## src/hdl/jpeg2000_codeblock_geometry_macros.svh

```systemverilog
// ---------------------------------------------------------------------------
// jpeg2000_codeblock_geometry assertion macros
// shared property forms for the geometry block checks
// ---------------------------------------------------------------------------
`ifndef JPEG2000_CODEBLOCK_GEOMETRY_MACROS_SVH
`define JPEG2000_CODEBLOCK_GEOMETRY_MACROS_SVH

// same-cycle implication, disabled in reset
`define CBG_ASSERT_SAME(lbl, ante, cons, msg) \
  lbl: assert property (@(posedge clk) disable iff (rst) (ante) |-> (cons)) else $error(msg);

// next-cycle implication, disabled in reset
`define CBG_ASSERT_NEXT(lbl, ante, cons, msg) \
  lbl: assert property (@(posedge clk) disable iff (rst) (ante) |=> (cons)) else $error(msg);

`endif

```

## src/hdl/cbg_div.sv

```systemverilog
// ---------------------------------------------------------------------------
// cbg_div
// pipelined restoring divider, one quotient bit per stage, with sideband
// ---------------------------------------------------------------------------
module cbg_div #(
  parameter int NUM_W  = 32,
  parameter int DEN_W  = 16,
  parameter int SIDE_W = 1
) (
  input  logic              clk,
  input  logic              rst,
  input  logic              en,
  input  logic              in_valid,
  input  logic [NUM_W-1:0]  num,
  input  logic [DEN_W-1:0]  den,
  input  logic [SIDE_W-1:0] side_in,
  output logic              out_valid,
  output logic [NUM_W-1:0]  quo,
  output logic [DEN_W-1:0]  rem,
  output logic [SIDE_W-1:0] side_out
);

  logic              v [NUM_W];
  logic [NUM_W-1:0]  w [NUM_W];
  logic [DEN_W-1:0]  r [NUM_W];
  logic [DEN_W-1:0]  d [NUM_W];
  logic [SIDE_W-1:0] s [NUM_W];

  for (genvar i = 0; i < NUM_W; i++) begin : g_stage
    logic              v_in;
    logic [NUM_W-1:0]  w_in;
    logic [DEN_W-1:0]  r_in;
    logic [DEN_W-1:0]  d_in;
    logic [SIDE_W-1:0] s_in;
    logic [DEN_W:0]    trial;
    logic [DEN_W:0]    diff;
    logic              fit;

    if (i == 0) begin : g_first
      assign v_in = in_valid;
      assign w_in = num;
      assign r_in = '0;
      assign d_in = den;
      assign s_in = side_in;
    end else begin : g_next
      assign v_in = v[i-1];
      assign w_in = w[i-1];
      assign r_in = r[i-1];
      assign d_in = d[i-1];
      assign s_in = s[i-1];
    end

    assign trial = {r_in, w_in[NUM_W-1]};
    assign diff  = trial - {1'b0, d_in};
    assign fit   = trial >= {1'b0, d_in};

    always_ff @(posedge clk) begin
      if (rst) begin
        v[i] <= 1'b0;
      end else if (en) begin
        v[i] <= v_in;
      end
    end

    always_ff @(posedge clk) begin
      if (en) begin
        w[i] <= {w_in[NUM_W-2:0], fit};
        r[i] <= fit ? diff[DEN_W-1:0] : trial[DEN_W-1:0];
        d[i] <= d_in;
        s[i] <= s_in;
      end
    end
  end

  assign out_valid = v[NUM_W-1];
  assign quo       = w[NUM_W-1];
  assign rem       = r[NUM_W-1];
  assign side_out  = s[NUM_W-1];

endmodule

```

## config.mk

```make
export PLATFORM = sky130hd
export DESIGN_NAME = cbg_div
export DESIGN_NICKNAME = d
export VERILOG_FILES = /design/src/hdl/jpeg2000_codeblock_geometry_macros.svh /design/src/hdl/cbg_div.sv
export SDC_FILE = /design/constraint.sdc
export NUM_CORES = 2
export LEC_CHECK = 0
export ABC_AREA = 1
export BUFFER_PORTS_ARGS = -buffer_cell sky130_fd_sc_hd__buf_2
export CORE_UTILIZATION = 47
export CTS_BUF_LIST = sky130_fd_sc_hd__clkbuf_4
export DETAILED_ROUTE_END_ITERATION = 8
export GPL_ROUTABILITY_DRIVEN = 0
export PLACE_DENSITY = 0.73
export RECOVER_POWER = 25
export SLEW_MARGIN = 20
export SYNTH_ARGS = -nofsm -noshare
export SYNTH_HDL_FRONTEND = slang
export SYNTH_SLANG_ARGS = --single-unit
```

## constraint.sdc

```tcl
create_clock -name clk -period 4.8 [get_ports clk]
set_input_delay 0.48 -clock clk [delete_from_list [all_inputs] [get_ports clk]]
set_output_delay 0.48 -clock clk [all_outputs]
set_load 0.03 [all_outputs]
```

; ---- Yosys cells after proc, flatten, opt, wreduce, memory -nomap -nowiden
; Memory sizes are Yosys's and may differ from the RTL's.
; Cells that the tools add are included.
[totals]
ff_bits = 0
ramBits = 2112
inputBits = 53
out_inout_bits = 50
wordCells = 171
mem_count = 5
[mem_list]
columns = name, words, width, rd, rd_clocked_by_memory_dff, write_ports, line_no
row1 = w, 32, 32, 32, 0, 32, cbg_div.sv:24  ; logic [NUM_W-1:0] w [NUM_W];
row2 = d, 32, 16, 31, 0, 32, cbg_div.sv:26  ; logic [DEN_W-1:0] d [NUM_W];
row3 = r, 32, 16, 32, 0, 32, cbg_div.sv:25  ; logic [DEN_W-1:0] r [NUM_W];
row4 = s, 32, 1, 32, 0, 32, cbg_div.sv:27  ; logic [SIDE_W-1:0] s [NUM_W];
row5 = v, 32, 1, 32, 0, 32, cbg_div.sv:23  ; logic v [NUM_W];
[op_classes]
n_addsub = 32
n_lt_le_gt_ge = 32
n_mux = 70
n_bitwise = 32
[ops]
columns = operator, count
row1 = greater-or-equal comparator 17 x 16 -> 1 bit, 31
row2 = 2-to-1 mux 16 bit, 32
row3 = subtractor 16 bit, 31
row4 = 2-to-1 mux 1 bit, 38
row5 = bitwise OR 1 bit, 32
row6 = greater-or-equal comparator 1 x 16 -> 1 bit, 1
row7 = subtractor 1 x 16 -> 16 bit, 1

; ---- Longest topological paths before layout
[depth]
word_depth = 4
ltp_mapped = 15
ltp_nobuf = 13

; ---- Least setup slack after synthesis
; Ideal clock, no wire load.
[synth_timing]
kind = register -> register
start = memory d[7][0], in the netlist d[1][48]
end = memory r[8][8], in the netlist r[4][8] (data pin)
setup_time_ns = 0.253
arrival_ns = 1.669
required_ns = 4.547
slack_ns = 2.878
path_stages_with_launch = 10
n_path_buf = 0
period_less_slack_ns = 1.922
path_cell_list = edfxtp_1 > ha_1 > fa_1 > inv_1 > nand3_1 > nand3_1 > a21oi_1 > or2_2 > nand3_1 > nand2_1
[synth_rtl]
columns = item, line_no
row1 = from (decl), cbg_div.sv:26
row2 = to (decl), cbg_div.sv:25

==> flow_summary.json <==
{
  "status": "finished, violations left",
  "violations": "DRC",
  "cts_repair_resize_count": 0,
  "fmaxAchievable_ghz": 0.3394,
  "synth-compound-area-share_pct": 1.726,
  "holdCritPathClass": "input pin to flip-flop",
  "rsz_0062_raised_after_global_routing": "no",
  "synthArstFlopShare_pct": 0,
  "syn-cell-area_um2": 105200,
  "yosys.area_share.adder_pct": 6.513,
  "max_cap_violations": 0,
  "report.power.total_w": 0.06912,
  "power.leakage_nw": 55.59,
  "clockBufferDepth": 4,
  "dr.first_iter.drc_count": 6698,
  "synth_top_family_by_area": "simple AND/OR/NAND/NOR gates",
  "setup_viol_count_final": 0,
  "grt_antenna_before_repair": 6,
  "synth_simple_gate_area_share_pct": 22.41,
  "critPathRequiredTime_ns": 5.91,
  "layout.cell_area.non_filler_um2": 117100,
  "logic_gate_share_of_total_power_pct": 38.7,
  "syn_nets": 11387,
  "synth_seq_area_share_pct": 59.83,
  "synth.area.top_cells": "edfxtp_1 60%, nand2_1 13%, inv_1 7.1%",
  "most_frequent_cell_after_synthesis": "nand2_1",
  "worst_slew_pin_slew_ns": 1.004,
  "timing.slew.headroom_pct": 32.46,
  "ys_seq_elements": 2096,
  "internal_power_w": 0.04201,
  "power.share.clock_pct": 22.5,
  "finalNetCount": 12080,
  "timing.critical_path.to_type": "flip-flop",
  "die-height_um": 475.1,
  "post_synth_xor_area_fraction_pct": 1.574,
  "total_switching_power_w": 0.02711,
  "timing_hold_violations_final": 0,
  "count_of_flip_flops_with_a_built_in_enable_after_synthesis": 2096,
  "synth_top_area_cell": "edfxtp_1",
  "num_rows": 173,
  "cts_tree": "built",
  "insertion_delay_ns": 1.39,
  "global_route.usage.total_pct": 19.44,
  "synthDominantCellAreaShare_pct": 59.83,
  "post-cts-setup-buffers": 0,
  "seqPwrFrac_pct": 38.8,
  "layout-drive-gt1-share_pct": 9.718,
  "synth_mux_area_share_pct": 0,
  "final.setup.tns_ns": 0,
  "via_count": 75315,
  "most_used_dff_post_synth": "edfxtp_1",
  "grt_first_pass_wirelength_um": 357400,
  "syn_to_final_growth_pct": 11.28,
  "route.detailed.vias_per_inst": 5.071,
  "placed_cell_area_um2": 109100,
  "drtPass1Iterations": 9,
  "route.detailed.drc": 1,
  "timing.final.crit_period_ns": 2.946,
  "cp-start-kind": "flip-flop",
  "gr_overflow_total": 0,
  "floorplan.initialDensity_pct": 47.32,
  "critPathKind": "flip-flop to flip-flop",
  "count_of_different_cell_masters_after_synthesis": 42,
  "htreeDepth": 6,
  "hold_ws_ns": 0.1533,
  "fp.coreArea_um2": 222300,
  "grt_max_degree": 135,
  "drt-wirelength-per-cell_um": 14.98,
  "critical_path.max_fanout": 20,
  "place.port_buffers": 102,
  "num_io_pins": 103,
  "numCtsBuffers": 569,
  "finalWirelength_um": 222400,
  "power-per-cell-area_nw_per_um2": 590.5,
  "maxSlewViolCount": 0,
  "synth_cells": 10805,
  "post_synth_most_frequent_cells": "3778 x nand2_1, 2096 x edfxtp_1, 1978 x inv_1, 803 x nand3_1, 498 x ha_1",
  "detail-route-antenna-nets": 0,
  "post-route-period-util_pct": 61.38,
  "cts.sinks": 2096,
  "dpl.hpwl_um": 156600,
  "die_area_um2": 225700,
  "cp.arrival_ns": 4.06,
  "ctsHoldBuffers": 103,
  "die_width_um": 475.1,
  "finClkSkew_ns": 0.1159,
  "sw_frac_of_total_pct": 39.23,
  "synthesis.yosys.warnings": 0,
  "cts.root.buffer_cell": "clkbuf_4",
  "syn-mean-instance-area_um2": 9.736,
  "first_global_vias": 72831,
  "worst_setup_hold_path_clk_slew_ns": 0.07,
  "layout.filler_cells": 19331,
  "power.ir.vdd_worst_uv": 310.5
}
[worst paths after layout]
kind | cells after the start | from | slack, ns | endpoint
max | 12 | r[1][7] | 1.85 | r[1][25]
min reg2reg | 0 | w[13][29] | 0.32 | w[13][62]
min | 4 | den[3] | 0.15 | r[0][4]
max reg2reg | 12 | r[1][7] | 1.85 | r[1][25]
[power by group through the flow]
stage | clock network (W) | logic, W | registers, W
after floorplan | 0 | 0.0204 | 0.0263
after global placement | 0 | 0.0253 | 0.0271
after detailed placement | 0 | 0.0261 | 0.0271
after CTS | 0.0162 | 0.0263 | 0.0268
after global routing | 0.0171 | 0.0302 | 0.0271
final | 0.0155 | 0.0268 | 0.0268
[cell families after synthesis]
kind of cell | count (synthesis)
compound gates | 339
xor+xnor | 189
buf+inv | 2106
simple gates | 5546
flops | 2096
fa+ha+maj | 529
[cells in the final DEF, fill, tap and decap left out, types with 24 or more instances in the layout]
cell              n
clkinv_2         30
nand3b_1         71
and2_1           25
nand2_1        3778
edfxtp_1       2096
inv_1          1978
nand2_4          25
nand2_2          59
nand4_1         128
or2_2            26
buf_2            85
clkinv_1        113
buf_12           24
a21oi_1         269
xnor2_1          44
nand3_1         803
nor3_1           93
ha_1            498
inv_2            25
nor2_1          435
dlygate4sd3_1   103
clkbuf_4        750
xor2_1          145
fa_1             31
nor2_4           28
[stage by stage]
stage	worst slack, ns	util, %	instances
floorplan	2.878	-	10805
global placement	1.938	49.07	13799
detailed placement	1.870	49.07	13799
CTS	1.848	52.65	14839
global route	1.583	52.65	14848
finish	1.854	52.66	14851
[routing by layer]
metal  GRT usage [%]  wire [µm]
met5               0         46
met4           10.47      10930
met3           4.040      15820
met2           31.72     104300
met1           24.16      91310
[critical path: stages, from the launching register on]
cell and delay, ns:
edfxtp_1 0.40, ha_1 0.39, nand2_1 0.12, inv_1 0.09
nand2_1 0.07, nand2_1 0.09, inv_1 0.06, nand3_1 0.11
nand2_1 0.07, nand2_1 0.53, inv_1 0.48, nand2_1 0.18
nand2_1 0.09
[registers in the layout (all words and copies together), names as in the netlist]
register	count
d	496
r	512
s	32
v	32
w	1024
[layout make-up]
type                    instances  area, µm²  area share [%]
repair buffers                238       2073           1.771
diodes                         12      30.03         0.02565
well taps                    2975       3722           3.180
flip-flops and latches       2096      62940           53.77
clock inverters               187       1294           1.105
clock buffers                 750       5630           4.810
inverters                    1990       7470           6.381
multi-input cells            6603      33900           28.96
Power figures use the tool's default switching activity.
